### src/hdl/assert_macros.svh
// Assertion macros shared by the placer RTL.
`ifndef ASSERT_MACROS_SVH
`define ASSERT_MACROS_SVH
`ifndef ASSERT_OFF
`define ASSERT_CHK(lbl, clk, rst_n, prop, msg) \
    lbl: assert property (@(posedge clk) disable iff (!rst_n) prop) else $error(msg);
`define ASSERT_NEVER(lbl, clk, rst_n, expr, msg) \
    lbl: assert property (@(posedge clk) disable iff (!rst_n) !(expr)) else $error(msg);
`else
`define ASSERT_CHK(lbl, clk, rst_n, prop, msg)
`define ASSERT_NEVER(lbl, clk, rst_n, expr, msg)
`endif
`endif

### src/hdl/ffjp_pkg.sv
// Types and codes of the first-fit job placer.
`timescale 1ns / 1ps
`default_nettype none
package ffjp_pkg;
    localparam int NEED_W = 14;

    localparam logic [1:0] CMD_BEGIN = 2'd0;
    localparam logic [1:0] CMD_LOAD  = 2'd1;
    localparam logic [1:0] CMD_JOB   = 2'd2;
    localparam logic [1:0] CMD_SLOT  = 2'd3;

    typedef enum logic [2:0] {
        MODE_SPREAD = 3'b001,
        MODE_SINGLE = 3'b010,
        MODE_MULTI  = 3'b100
    } t_mode;

    typedef struct packed {
        logic [1:0]  command;
        logic [3:0]  node_sel;
        logic [9:0]  node_capacity;
        logic [9:0]  node_free;
        logic [15:0] job_id;
        logic [4:0]  nodes_needed;
        logic [13:0] procs_needed;
        logic        slot_last;
    } t_in_item;

    typedef struct packed {
        logic [15:0] job_id_out;
        logic [3:0]  assigned_node;
        logic [9:0]  assigned_procs;
        logic        failed;
        logic [15:0] task_count;
        logic        last_record;
    } t_out_item;
endpackage
`default_nettype wire

### src/hdl/ffjp_node_tbl.sv
// Node table: capacity and free count per node, one write and one registered read.
`timescale 1ns / 1ps
`default_nettype none
module ffjp_node_tbl #(
    parameter int NODE_COUNT = 16,
    parameter int PROC_BITS  = 10,
    parameter int ADDR_BITS  = 4
) (
    input  logic                 i_clk,
    input  logic                 i_rst_n,
    input  logic                 i_we,
    input  logic [ADDR_BITS-1:0] i_waddr,
    input  logic [PROC_BITS-1:0] i_wcap,
    input  logic [PROC_BITS-1:0] i_wfree,
    input  logic [ADDR_BITS-1:0] i_raddr,
    output logic [PROC_BITS-1:0] o_rcap,
    output logic [PROC_BITS-1:0] o_rfree
);
    logic [2*PROC_BITS-1:0] mem [NODE_COUNT];
    logic [NODE_COUNT-1:0]  r_valid;
    logic [2*PROC_BITS-1:0] r_rd;
    logic                   r_rd_ok;

    always_ff @(posedge i_clk) begin
        if (i_we) begin
            mem[i_waddr] <= {i_wcap, i_wfree};
        end
        r_rd <= mem[i_raddr];
    end

    // entries never loaded read as zero
    always_ff @(posedge i_clk) begin
        if (!i_rst_n) begin
            r_valid <= '0;
            r_rd_ok <= 1'b0;
        end else begin
            if (i_we) begin
                r_valid[i_waddr] <= 1'b1;
            end
            r_rd_ok <= r_valid[i_raddr];
        end
    end

    assign o_rcap  = r_rd_ok ? r_rd[2*PROC_BITS-1:PROC_BITS] : '0;
    assign o_rfree = r_rd_ok ? r_rd[PROC_BITS-1:0] : '0;
endmodule
`default_nettype wire

### src/hdl/fifo_first_fit_job_placer_top.sv
// Top level of the first-fit job placer.
`timescale 1ns / 1ps
`default_nettype none
`include "assert_macros.svh"
// Takes node loads and jobs one word at a time and places each job on the node
// table in arrival order. Node loads, pass starts and slot words that are not
// the last of a list are taken in the idle state. The table has one read port
// and is walked one node at a time, a read state then an evaluate state per
// node: a spread job sums the capacities of all nodes, then scans for free
// processors; a single-node job scans for one node that fits; a multi-node job
// reads each slot's need, then scans for a node per slot. Commit then walks the
// table once, skipping unused nodes and giving each used node a write-back and
// a record, stalling on the result side. The next word is taken once the
// job has left commit; the last record may still wait in the output register.
module fifo_first_fit_job_placer_top #(
    parameter int NODE_COUNT = 16,
    parameter int MAX_SLOTS  = 16,
    parameter int PROC_BITS  = 10
) (
    input  logic                 i_clk,
    input  logic                 i_rst_n,
    input  logic                 i_in_valid,
    output logic                 o_in_ready,
    input  ffjp_pkg::t_in_item   i_in_data,
    output logic                 o_out_valid,
    input  logic                 i_out_ready,
    output ffjp_pkg::t_out_item  o_out_data
);
    import ffjp_pkg::*;

    localparam int NB   = (NODE_COUNT > 1) ? $clog2(NODE_COUNT) : 1;
    localparam int SB   = (MAX_SLOTS > 1) ? $clog2(MAX_SLOTS) : 1;
    localparam int FW   = $clog2(MAX_SLOTS + 1);
    localparam int PW   = PROC_BITS;
    localparam int ACCW = PW + NB + 1;
    localparam int CW   = (ACCW > NEED_W) ? ACCW : NEED_W;
    localparam logic [NB-1:0] LAST_NODE = NB'(NODE_COUNT - 1);

    typedef enum logic [9:0] {
        S_IDLE    = 10'b0000000001,
        S_SUM_RD  = 10'b0000000010,
        S_SUM_EV  = 10'b0000000100,
        S_SLOT_RD = 10'b0000001000,
        S_SLOT_EV = 10'b0000010000,
        S_SCAN_RD = 10'b0000100000,
        S_SCAN_EV = 10'b0001000000,
        S_FAIL    = 10'b0010000000,
        S_COM_RD  = 10'b0100000000,
        S_COM_EV  = 10'b1000000000
    } t_state;

    t_state                r_state;
    logic                  r_halted;
    logic [15:0]           r_jobs;
    logic [FW-1:0]         r_fill;
    logic [NEED_W-1:0]     r_slot0;
    logic [15:0]           r_job;
    t_mode                 r_mode;
    logic [4:0]            r_nn;
    logic [NEED_W-1:0]     r_need;
    logic                  r_uniform;
    logic [FW-1:0]         r_filled;
    logic [4:0]            r_slot;
    logic [NEED_W-1:0]     r_ns;
    logic [NEED_W-1:0]     r_rem;
    logic [ACCW-1:0]       r_acc;
    logic                  r_fits;
    logic [NB-1:0]         r_n;
    logic [NODE_COUNT-1:0] r_used;
    logic [PW-1:0]         r_amt [NODE_COUNT];
    logic [NB-1:0]         r_last_node;
    logic                  r_out_valid;
    t_out_item             r_out;

    logic [NEED_W-1:0] slot_mem [MAX_SLOTS];
    logic [NEED_W-1:0] r_slot_rd;

    logic              in_acc;
    logic              can_load;
    logic              out_load;
    logic [PW-1:0]     tbl_cap;
    logic [PW-1:0]     tbl_free;
    logic              tbl_we;
    logic [NB-1:0]     tbl_waddr;
    logic [PW-1:0]     tbl_wcap;
    logic [PW-1:0]     tbl_wfree;
    logic [PW-1:0]     ld_cap;
    logic [PW-1:0]     ld_free;
    logic [FW-1:0]     n_filled;
    logic [NEED_W-1:0] need0;
    logic              st_go;
    logic [NEED_W-1:0] st_need;
    logic              st_uni;
    logic              fit_cap;
    logic              fit_free;
    logic              fits_now;
    logic [PW-1:0]     spread_amt;
    logic [NEED_W-1:0] rem_next;
    logic [ACCW-1:0]   acc_next;
    logic              slot_done;
    logic              mark_last;

    assign o_in_ready  = (r_state == S_IDLE);
    assign in_acc      = i_in_valid && o_in_ready;
    assign can_load    = !r_out_valid || i_out_ready;
    assign out_load    = can_load && (r_state == S_FAIL || r_state == S_COM_EV);
    assign o_out_valid = r_out_valid;
    assign o_out_data  = r_out;

    always_comb begin
        ld_cap  = PW'(i_in_data.node_capacity);
        ld_free = PW'(i_in_data.node_free);
        if (ld_cap < ld_free) begin
            ld_free = ld_cap;
        end
        tbl_we    = 1'b0;
        tbl_waddr = NB'(i_in_data.node_sel);
        tbl_wcap  = ld_cap;
        tbl_wfree = ld_free;
        if (r_state == S_COM_EV) begin
            tbl_we    = can_load;
            tbl_waddr = r_n;
            tbl_wcap  = tbl_cap;
            tbl_wfree = tbl_free - r_amt[r_n];
        end else if (in_acc && i_in_data.command == CMD_LOAD
                     && int'(i_in_data.node_sel) < NODE_COUNT) begin
            tbl_we = 1'b1;
        end
    end

    ffjp_node_tbl #(
        .NODE_COUNT (NODE_COUNT),
        .PROC_BITS  (PW),
        .ADDR_BITS  (NB)
    ) u_tbl (
        .i_clk   (i_clk),
        .i_rst_n (i_rst_n),
        .i_we    (tbl_we),
        .i_waddr (tbl_waddr),
        .i_wcap  (tbl_wcap),
        .i_wfree (tbl_wfree),
        .i_raddr (r_n),
        .o_rcap  (tbl_cap),
        .o_rfree (tbl_free)
    );

    // slot list buffer
    always_ff @(posedge i_clk) begin
        if (in_acc && i_in_data.command == CMD_SLOT && r_fill < FW'(MAX_SLOTS)) begin
            slot_mem[SB'(r_fill)] <= i_in_data.procs_needed;
        end
        r_slot_rd <= slot_mem[SB'(r_slot)];
    end

    always_comb begin
        n_filled = (r_fill < FW'(MAX_SLOTS)) ? r_fill + FW'(1) : r_fill;
        need0    = (r_fill == '0) ? i_in_data.procs_needed : r_slot0;
        st_go    = in_acc && !r_halted && ((i_in_data.command == CMD_JOB)
                   || (i_in_data.command == CMD_SLOT && i_in_data.slot_last));
        st_need  = (i_in_data.command == CMD_JOB) ? i_in_data.procs_needed : need0;
        st_uni   = (i_in_data.command == CMD_JOB) || (n_filled == FW'(1));

        fit_cap    = CW'(r_ns) <= CW'(tbl_cap);
        fit_free   = CW'(r_ns) <= CW'(tbl_free);
        fits_now   = r_fits || (!r_used[r_n] && fit_cap);
        spread_amt = (CW'(r_rem) < CW'(tbl_free)) ? PW'(r_rem) : tbl_free;
        rem_next   = r_rem - NEED_W'(spread_amt);
        acc_next   = r_acc + ACCW'(tbl_cap);
        slot_done  = (6'(r_slot) + 6'd1) == 6'(r_nn);
        mark_last  = (r_used == '0) || (r_n > r_last_node);
    end

    always_ff @(posedge i_clk) begin
        if (!i_rst_n) begin
            r_state     <= S_IDLE;
            r_halted    <= 1'b0;
            r_jobs      <= '0;
            r_fill      <= '0;
            r_out_valid <= 1'b0;
        end else begin
            if (out_load) begin
                r_out_valid <= 1'b1;
            end else if (r_out_valid && i_out_ready) begin
                r_out_valid <= 1'b0;
            end
            case (r_state)
                S_IDLE: begin
                    if (in_acc && i_in_data.command == CMD_BEGIN) begin
                        r_halted <= 1'b0;
                        r_jobs   <= '0;
                        r_fill   <= '0;
                    end
                    if (in_acc && i_in_data.command == CMD_SLOT) begin
                        if (r_fill == '0) begin
                            r_slot0 <= i_in_data.procs_needed;
                        end
                        r_fill <= i_in_data.slot_last ? '0 : n_filled;
                    end
                    if (st_go) begin
                        r_job     <= i_in_data.job_id;
                        r_nn      <= i_in_data.nodes_needed;
                        r_need    <= st_need;
                        r_ns      <= st_need;
                        r_rem     <= st_need;
                        r_uniform <= st_uni;
                        r_filled  <= n_filled;
                        r_used    <= '0;
                        r_n       <= '0;
                        r_acc     <= '0;
                        r_fits    <= 1'b0;
                        r_slot    <= '0;
                        r_last_node <= '0;
                        if (i_in_data.nodes_needed == 5'd0) begin
                            r_mode  <= MODE_SPREAD;
                            r_state <= S_SUM_RD;
                        end else if (i_in_data.nodes_needed == 5'd1) begin
                            r_mode  <= MODE_SINGLE;
                            r_state <= S_SCAN_RD;
                        end else begin
                            r_mode  <= MODE_MULTI;
                            r_state <= S_SLOT_RD;
                        end
                    end
                end
                S_SUM_RD: r_state <= S_SUM_EV;
                S_SUM_EV: begin
                    r_acc <= acc_next;
                    if (r_n == LAST_NODE) begin
                        r_n <= '0;
                        if (CW'(r_need) > CW'(acc_next)) begin
                            r_state <= S_FAIL;
                        end else if (r_need == '0) begin
                            r_jobs  <= r_jobs + 16'd1;
                            r_state <= S_COM_RD;
                        end else begin
                            r_state <= S_SCAN_RD;
                        end
                    end else begin
                        r_n     <= r_n + NB'(1);
                        r_state <= S_SUM_RD;
                    end
                end
                S_SLOT_RD: r_state <= S_SLOT_EV;
                S_SLOT_EV: begin
                    if (r_uniform) begin
                        r_ns <= r_need;
                    end else if (int'(r_slot) < int'(r_filled)) begin
                        r_ns <= r_slot_rd;
                    end else begin
                        r_ns <= '0;
                    end
                    r_fits  <= 1'b0;
                    r_n     <= '0;
                    r_state <= S_SCAN_RD;
                end
                S_SCAN_RD: r_state <= S_SCAN_EV;
                S_SCAN_EV: begin
                    if (r_mode == MODE_SPREAD) begin
                        if (tbl_free != '0) begin
                            r_used[r_n] <= 1'b1;
                            r_amt[r_n]  <= spread_amt;
                            r_rem       <= rem_next;
                            if (mark_last) begin
                                r_last_node <= r_n;
                            end
                        end
                        if (tbl_free != '0 && rem_next == '0) begin
                            r_jobs  <= r_jobs + 16'd1;
                            r_n     <= '0;
                            r_state <= S_COM_RD;
                        end else if (r_n == LAST_NODE) begin
                            r_halted <= 1'b1;
                            r_state  <= S_IDLE;
                        end else begin
                            r_n     <= r_n + NB'(1);
                            r_state <= S_SCAN_RD;
                        end
                    end else begin
                        if (!r_used[r_n] && fit_free) begin
                            r_used[r_n] <= 1'b1;
                            r_amt[r_n]  <= PW'(r_ns);
                            if (mark_last) begin
                                r_last_node <= r_n;
                            end
                            if (r_mode == MODE_SINGLE || slot_done) begin
                                r_jobs  <= r_jobs + 16'd1;
                                r_n     <= '0;
                                r_state <= S_COM_RD;
                            end else begin
                                r_slot  <= r_slot + 5'd1;
                                r_state <= S_SLOT_RD;
                            end
                        end else if (r_n == LAST_NODE) begin
                            if (fits_now) begin
                                r_halted <= 1'b1;
                                r_state  <= S_IDLE;
                            end else begin
                                r_state <= S_FAIL;
                            end
                        end else begin
                            r_fits  <= fits_now;
                            r_n     <= r_n + NB'(1);
                            r_state <= S_SCAN_RD;
                        end
                    end
                end
                S_FAIL: begin
                    if (can_load) begin
                        r_jobs      <= r_jobs + 16'd1;
                        r_out.job_id_out     <= r_job;
                        r_out.assigned_node  <= '0;
                        r_out.assigned_procs <= '0;
                        r_out.failed         <= 1'b1;
                        r_out.task_count     <= r_jobs + 16'd1;
                        r_out.last_record    <= 1'b1;
                        r_state <= S_IDLE;
                    end
                end
                S_COM_RD: begin
                    if (r_used[r_n]) begin
                        r_state <= S_COM_EV;
                    end else if (r_n == LAST_NODE) begin
                        r_state <= S_IDLE;
                    end else begin
                        r_n <= r_n + NB'(1);
                    end
                end
                S_COM_EV: begin
                    // free count write-back happens on the same edge
                    if (can_load) begin
                        r_out.job_id_out     <= r_job;
                        r_out.assigned_node  <= 4'(r_n);
                        r_out.assigned_procs <= 10'(r_amt[r_n]);
                        r_out.failed         <= 1'b0;
                        r_out.task_count     <= r_jobs;
                        r_out.last_record    <= (r_n == r_last_node);
                        if (r_n == r_last_node || r_n == LAST_NODE) begin
                            r_state <= S_IDLE;
                        end else begin
                            r_n     <= r_n + NB'(1);
                            r_state <= S_COM_RD;
                        end
                    end
                end
                default: r_state <= S_IDLE;
            endcase
        end
    end

    `ASSERT_NEVER(a_fail_shape, i_clk, i_rst_n, o_out_valid && o_out_data.failed && !o_out_data.last_record, "fail word not final")
    `ASSERT_CHK(a_commit_used, i_clk, i_rst_n, r_state == S_COM_EV |-> r_used[r_n], "commit on unplanned node")
    `ASSERT_CHK(a_halt_idle, i_clk, i_rst_n, r_halted |-> r_state == S_IDLE, "job started in halted pass")
    `ASSERT_CHK(a_rem_bound, i_clk, i_rst_n, r_state == S_SCAN_EV && r_mode == MODE_SPREAD |-> r_rem <= r_need, "spread remainder grew")
endmodule
`default_nettype wire

### config.mk
export PLATFORM = sky130hd
export DESIGN_NAME = fifo_first_fit_job_placer_top
export DESIGN_NICKNAME = d
export VERILOG_FILES = /design/src/hdl/ffjp_pkg.sv /design/src/hdl/ffjp_node_tbl.sv /design/src/hdl/fifo_first_fit_job_placer_top.sv
export VERILOG_INCLUDE_DIRS = /design/src /design/src/hdl
export SDC_FILE = /design/constraint.sdc
export NUM_CORES = 1
export LEC_CHECK = 0
export BUFFER_PORTS_ARGS = -buffer_cell sky130_fd_sc_hd__buf_4
export CORE_MARGIN = 3
export CORE_UTILIZATION = 30
export CTS_CLUSTER_SIZE = 30
export DETAILED_ROUTE_END_ITERATION = 10
export PLACE_DENSITY = 0.52
export SKIP_CTS_REPAIR_TIMING = 1
export SYNTH_ARGS = -nofsm -noshare
export SYNTH_HDL_FRONTEND = slang
export SYNTH_SLANG_ARGS = --single-unit
### constraint.sdc
create_clock -name i_clk -period 11.3 [get_ports i_clk]
set_input_delay 0.565 -clock i_clk [delete_from_list [all_inputs] [get_ports i_clk]]
set_output_delay 0.565 -clock i_clk [all_outputs]
set_load 0.03 [all_outputs]
* After elaboration in Yosys (flattened, before gate mapping)
Memory sizes are Yosys's and may differ from the RTL's. A register that Yosys moved wholly into a read port is not among the register bits.
Index checks and enable logic that the tools add are counted.
** Word-level totals
- Bits in registers :: 229
- Memory bits (writable) :: 704
- Output and inout bits :: 50
- Memories :: 3
** Operators by class
- Equal/unequal tests :: 46
- $lt $le $gt $ge :: 12
- Mux-type cells :: 122
- Reductions and logical operators :: 56
- Add/subtract/negate cells :: 8
- Bitwise operators :: 3
** Memory list
- u_tbl.mem :: words 16, width 20, read ports 1, clocked after memory_dff 1, wr ports 1, RTL line ffjp_node_tbl.sv:19 : logic [2*PROC_BITS-1:0] mem [NODE_COUNT];
- slot_mem :: words 16, width 14, read ports 1, clocked after memory_dff 1, wr ports 1, RTL line fifo_first_fit_job_placer_top.sv:75 : logic [NEED_W-1:0] slot_mem [MAX_SLOTS];
- r_amt :: words 16, width 10, read ports 1, clocked after memory_dff 1, wr ports 1, RTL line fifo_first_fit_job_placer_top.sv:70 : logic [PW-1:0] r_amt [NODE_COUNT];
** Operators with widths (number)
- 2-to-1 mux 16 bit :: 13
- 2-to-1 mux 10 bit :: 16
- case mux 10 bit (10 select lines) :: 1
- 2-to-1 mux 14 bit :: 7
- 2-to-1 mux 48 bit :: 2
- case mux 48 bit (2 select lines) :: 1
- 2-to-1 mux 4 bit :: 16
- case mux 16 bit (4 select lines) :: 1
- case mux 14 bit (2 select lines) :: 2
- 2-to-1 mux 9 bit :: 5
- 2-to-1 mux 5 bit :: 8
- 2-to-1 mux 1 bit :: 33
- OR 16 bit :: 2
- case mux 16 bit (2 select lines) :: 1
- != test 2 bit (second input constant) :: 15
- case mux 15 bit (2 select lines) :: 1
- <= comparator 14 x 10 -> 1 bit :: 2
- zero test 14 bit :: 2
- != test 3 bit (second input constant) :: 8
- case mux 4 bit (6 select lines) :: 1
- 2-to-1 mux 6 bit :: 3
- AND reduction 6 bit :: 3
- adder 16 x 1 -> 16 bit (second input constant) :: 1
- zero test 16 bit :: 1
- 60 further kinds :: 102

* Logic depth before layout (Yosys ltp)
- Depth in word-level cells :: 10
- Mapped depth :: 26

* Modules after synthesis
A second synthesis with hierarchy kept.
** Second synthesis, totals
- Cell total of the unflattened synthesis :: 2559
- Area total of the unflattened synthesis :: 41576.1 um^2
** Modules (own cells, without submodules)
- fifo_first_fit_job_placer_top :: sequential area each 17927.2 um^2, area each 28367.2 um^2, cells an instance 1951, times used 1
- ffjp_node_tbl :: sequential area each 10349.9 um^2, area each 13208.9 um^2, cells an instance 608, times used 1

* Worst setup path before layout
Ideal clock, no wire load.
- Path type :: register -> register
- From :: register u_tbl.r_rd_ok
- To :: register r_jobs[10]
- Cell stages (with the launch flop) :: 26
- Path slack :: 5.798 ns
- Period minus slack after synthesis :: 5.502 ns
- Data required time :: 11.169 ns
- Library setup time :: 0.131 ns
- Arrival time :: 5.371 ns
- Cells stage by stage :: dfxtp_1 buf_4 buf_4 nand2_1 ha_1 a211oi_1 nor2_1 or3_4 nor2_2 buf_4 clkbuf_1 nor2_1 a21oi_1 inv_1 fa_1 o2111ai_1 o2111a_1 a211oi_2 or2_2 a221oi_1 nand4_1 o311a_1 clkbuf_1 buf_2 o311ai_0 o21ai_1
** Between the ends
- Cells in the longest elaborated chain, start to end :: 8
- Elaborated cells on any way between the ends :: 16
** RTL lines
- from (decl) :: RTL line ffjp_node_tbl.sv:22 : logic r_rd_ok;
- from (signal assigned) :: RTL line ffjp_node_tbl.sv:40 : r_rd_ok <= r_valid[i_raddr];
- 2-to-1 mux 10 bit :: RTL line ffjp_node_tbl.sv:45 : assign o_rfree = r_rd_ok ? r_rd[PROC_BITS-1:0] : '0;
- less-than comparator 14 x 10 -> 1 bit :: RTL line fifo_first_fit_job_placer_top.sv:166 : spread_amt = (CW'(r_rem) < CW'(tbl_free)) ? PW'(r_rem) : tbl_free;
- 2-to-1 mux 10 bit :: RTL line fifo_first_fit_job_placer_top.sv:166
- subtractor 14 x 10 -> 14 bit :: RTL line fifo_first_fit_job_placer_top.sv:167 : rem_next = r_rem - NEED_W'(spread_amt);
- zero test 14 bit :: RTL line fifo_first_fit_job_placer_top.sv:267 : if (tbl_free != '0 && rem_next == '0) begin
- logical AND 1 bit :: RTL line fifo_first_fit_job_placer_top.sv:267
- != test 3 bit (no line)
- AND reduction 9 bit (no line) *
- to (signal assigned) :: RTL line fifo_first_fit_job_placer_top.sv:268 : r_jobs <= r_jobs + 16'd1;
- to (signal assigned) :: RTL line fifo_first_fit_job_placer_top.sv:286 : r_jobs <= r_jobs + 16'd1;
- to (signal assigned) :: RTL line fifo_first_fit_job_placer_top.sv:309 : r_jobs <= r_jobs + 16'd1;
- to (decl) :: RTL line fifo_first_fit_job_placer_top.sv:54 : logic [15:0] r_jobs;
Every way passes the cells marked *; elsewhere a longest branch is shown, timed or not.
A chain may end at the register's enable or synchronous reset.

* Final worst setup path
- From :: register u_tbl.r_rd_ok
- To :: register r_jobs[14]
Same word-level chain as after synthesis.

==> results.toml <==
[clock_network]
cts-root-buf = "clkbuf_16"
clk_latency_ns = 0.70
clk_path_buf_depth = 3
clk_pin_slew_worst_paths_ns = 0.07
tritoncts = "built"
cts_num_sinks = 971
cts_htree_levels = 3
cts_buffers = 100

[place]
gp_congestion = 0.849
dpl.hpwl_um = 69200
dpl-instance-area_um2 = 45000
port_buffers = 115

[drt]
drtIter0Drc = 1864
routed_wirelength_um = 108000
wire_per_inst_um = 23.5
viasPerCell = 5.02
drc_errors = 0
antenna_left = 0
drt-pass1-iter-count = 5
vias = 23019

[sta]
finalMaxSlewViolations = 0
max_slew_margin = 0.178
setup_viol = 0
finalHoldViolations = 0
tightest_slew_ns = 1.20
fmax_mhz = 143
finalClockSkew_ns = 0.0241
tns_ns = 0
finalCritPeriodShare = 0.618
post-route-min-period_ns = 6.99
rsz0062_at_grt = "no"

[worst_setup_path]
crit_chain = "buf_4 -> nand2_1 -> ha_1 -> a211oi_1 -> nor2_1 -> or3_4 -> nor2_2 -> o21ai_0 -> ha_1 -> fa_1 -> o2111ai_1 -> o2111a_1 -> a211oi_2 -> or2_2 -> a221oi_1 -> nand4_1 -> o311a_1 -> buf_4 -> or3_1 -> o41ai_1"
cp.arrival_ns = 7.59
crit_type = "register to register"
critPathLaunchType = "register"
endpoint_kind = "register"
slowest_stage = "nor2_2"
worst-path-buf-inv = 2
slowest_delay_ns = 0.88
path_max_fanout = 30
cp_top_family = "simple AND/OR/NAND/NOR gates"
required_ns = 11.90

[global_routing]
grt_pass1_wl_um = 159000
grt_pass1_vias = 23331
grt_overflow_total = 0
antenna_found_initial = 7
track_usage = 0.150
grt_max_degree = 89

[layout]
drive_gt1_frac = 0.236
most-common-layout-cells = "883 x edfxtp_1, 229 x mux4_2, 199 x buf_4"
final_common_cell = "edfxtp_1"
area_delta_synth_final_pct = 15.6
design_area_um2 = 48100
fillers = 12957
utilization = 0.349
fin_nets = 2871

[logic_synthesis]
yosysWarningCount = 0
synth_cell_types = 86
synth.yosys.seq_area_share = 0.680
synth-seq-cells = 971
ys.flop_type = "edfxtp_1"
syn_area_um2 = 41600
avgSynthCellArea_um2 = 16.5
async_flop_share = 0
netlist_instances = 2523
synth_enable_flop_cells = 883
synthesis.nets = 2688

[floorplan]
die_x_um = 378
ios = 116
core_area_um2 = 138000
rows = 136
die_area_um2 = 143000
die_h_um = 378
start_util = 0.302

[power]
power_density_nw_per_um2 = 175
p_leak_uw = 0.0162
peakVddDrop_v = 0.000111

[outcome]
status = "finished clean"

[worst_hold_path]
hold_path.class = "input port to register"

[flow_run]
maxCapViolations = 0
==> synthesized netlist by cell type, types with 6 or more instances <==
cell | number | area [um2]
nand2b_1 | 23 | 144
a22oi_1 | 21 | 158
mux4_2 | 229 | 5160
nand3_1 | 24 | 120
nand4_1 | 16 | 100
ha_1 | 96 | 1200
inv_1 | 79 | 297
nor4_1 | 11 | 68.8
xor2_1 | 16 | 140
clkbuf_1 | 82 | 308
a21o_1 | 20 | 150
dfxtp_1 | 88 | 1760
a21oi_1 | 82 | 410
nor3_1 | 36 | 180
o21ai_0 | 82 | 410
nand3b_1 | 17 | 128
buf_1 | 26 | 97.6
o311ai_0 | 13 | 114
and3_1 | 34 | 213
nand2_1 | 145 | 544
mux2_2 | 31 | 349
a211oi_1 | 7 | 52.6
o21ai_1 | 15 | 75.1
xnor2_1 | 42 | 368
nor2b_1 | 18 | 113
or3_1 | 9 | 56.3
o211ai_1 | 9 | 67.6
nor2_1 | 177 | 664
a31oi_1 | 15 | 93.8
edfxtp_1 | 883 | 26500
buf_2 | 6 | 30.0
o21bai_1 | 6 | 45.0
o21a_1 | 26 | 195
mux2i_1 | 20 | 200
and2_1 | 14 | 87.6
==> final timing paths <==
check,from,to,slack (ns),cells after the start
worst min-delay path,i_in_data[28],r_job[8],0.05,1
worst max-delay path,u_tbl.r_rd_ok,r_jobs[14],4.31,20
worst min register to register,r_job[12],o_out_data[44],0.42,0
worst max register to register,u_tbl.r_rd_ok,r_jobs[14],4.31,20
==> worst register-to-register path, stage by stage (launching register included) <==
cell and delay, ns:
dfxtp_1 0.30, buf_4 0.30, nand2_1 0.21, ha_1 0.34, a211oi_1 0.22, nor2_1 0.12
or3_4 0.42, nor2_2 0.88, o21ai_0 0.25, ha_1 0.28, fa_1 0.50, o2111ai_1 0.29
o2111a_1 0.26, a211oi_2 0.08, or2_2 0.33, a221oi_1 0.31, nand4_1 0.20, o311a_1 0.39
buf_4 0.22, or3_1 0.65, o41ai_1 0.31
==> per-stage QoR <==
stage / cells / setup slack [ns] / total power [uW] / hold WS [ns]
after floorplan: 2523 / 5.80 / 4930 / 0.400
after global placement: 4398 / 4.42 / 5360 / 0.401
final: 4589 / 4.31 / 8410 / 0.0517
after global routing: 4585 / 3.69 / 8750 / 0.00167
after detailed placement: 4398 / 4.36 / 5360 / 0.405
after CTS: 4585 / 4.31 / 8530 / -0.0228
==> logic make-up after synthesis <==
kind of cell / Yosys count / synth area share
xor gates and xnor gates: 58 / 0.0122
DFF: 971 / 0.680
adders and majority gates: 99 / 0.0303
buffers and inverters: 200 / 0.0188
AOI/OAI and AO/OA: 348 / 0.0539
and+or+nand+nor: 567 / 0.0679
muxes: 280 / 0.137
==> registers in the layout (all words and copies together), names as in the netlist, 16 cells and up, named ones only <==
register       cells
r_job             16
slot_mem         224
u_tbl.r_valid     16
u_tbl.mem        320
u_tbl.r_rd        20
r_amt            160
r_jobs            16
o_out_data        48
r_used            16
==> where the power goes <==
| group | total, uW | switching [uW] | leakage [uW] | internal [uW] |
|---|---|---|---|---|
| combinational | 1150 | 660 | 0.00603 | 493 |
| sequential | 4120 | 89.3 | 0.00868 | 4030 |
| clock | 3140 | 1390 | 0.00150 | 1750 |
==> area by class of cell <==
class                           instances  area [um2]  area share
Clock inverter                         47         373     0.00775
Tap cell                             1794        2240      0.0467
Inverter                               81         304     0.00632
Timing Repair Buffer                  200        1510      0.0315
Antenna cell                            4        10.0    0.000208
Sequential cell                       971       28300       0.588
Clock buffer                          140        2710      0.0564
Multi-Input combinational cell       1352       12700       0.263
==> routing by layer <==
layer  part of all wire  GRT usage  up-vias
met5            0.00039          0        -
met4              0.022     0.0436        6
met3              0.056     0.0273      148
met2               0.49      0.247      583
met1               0.44      0.204    11897
li1                   -          -    10385
Note: power is estimated with default switching activity, not from simulation.
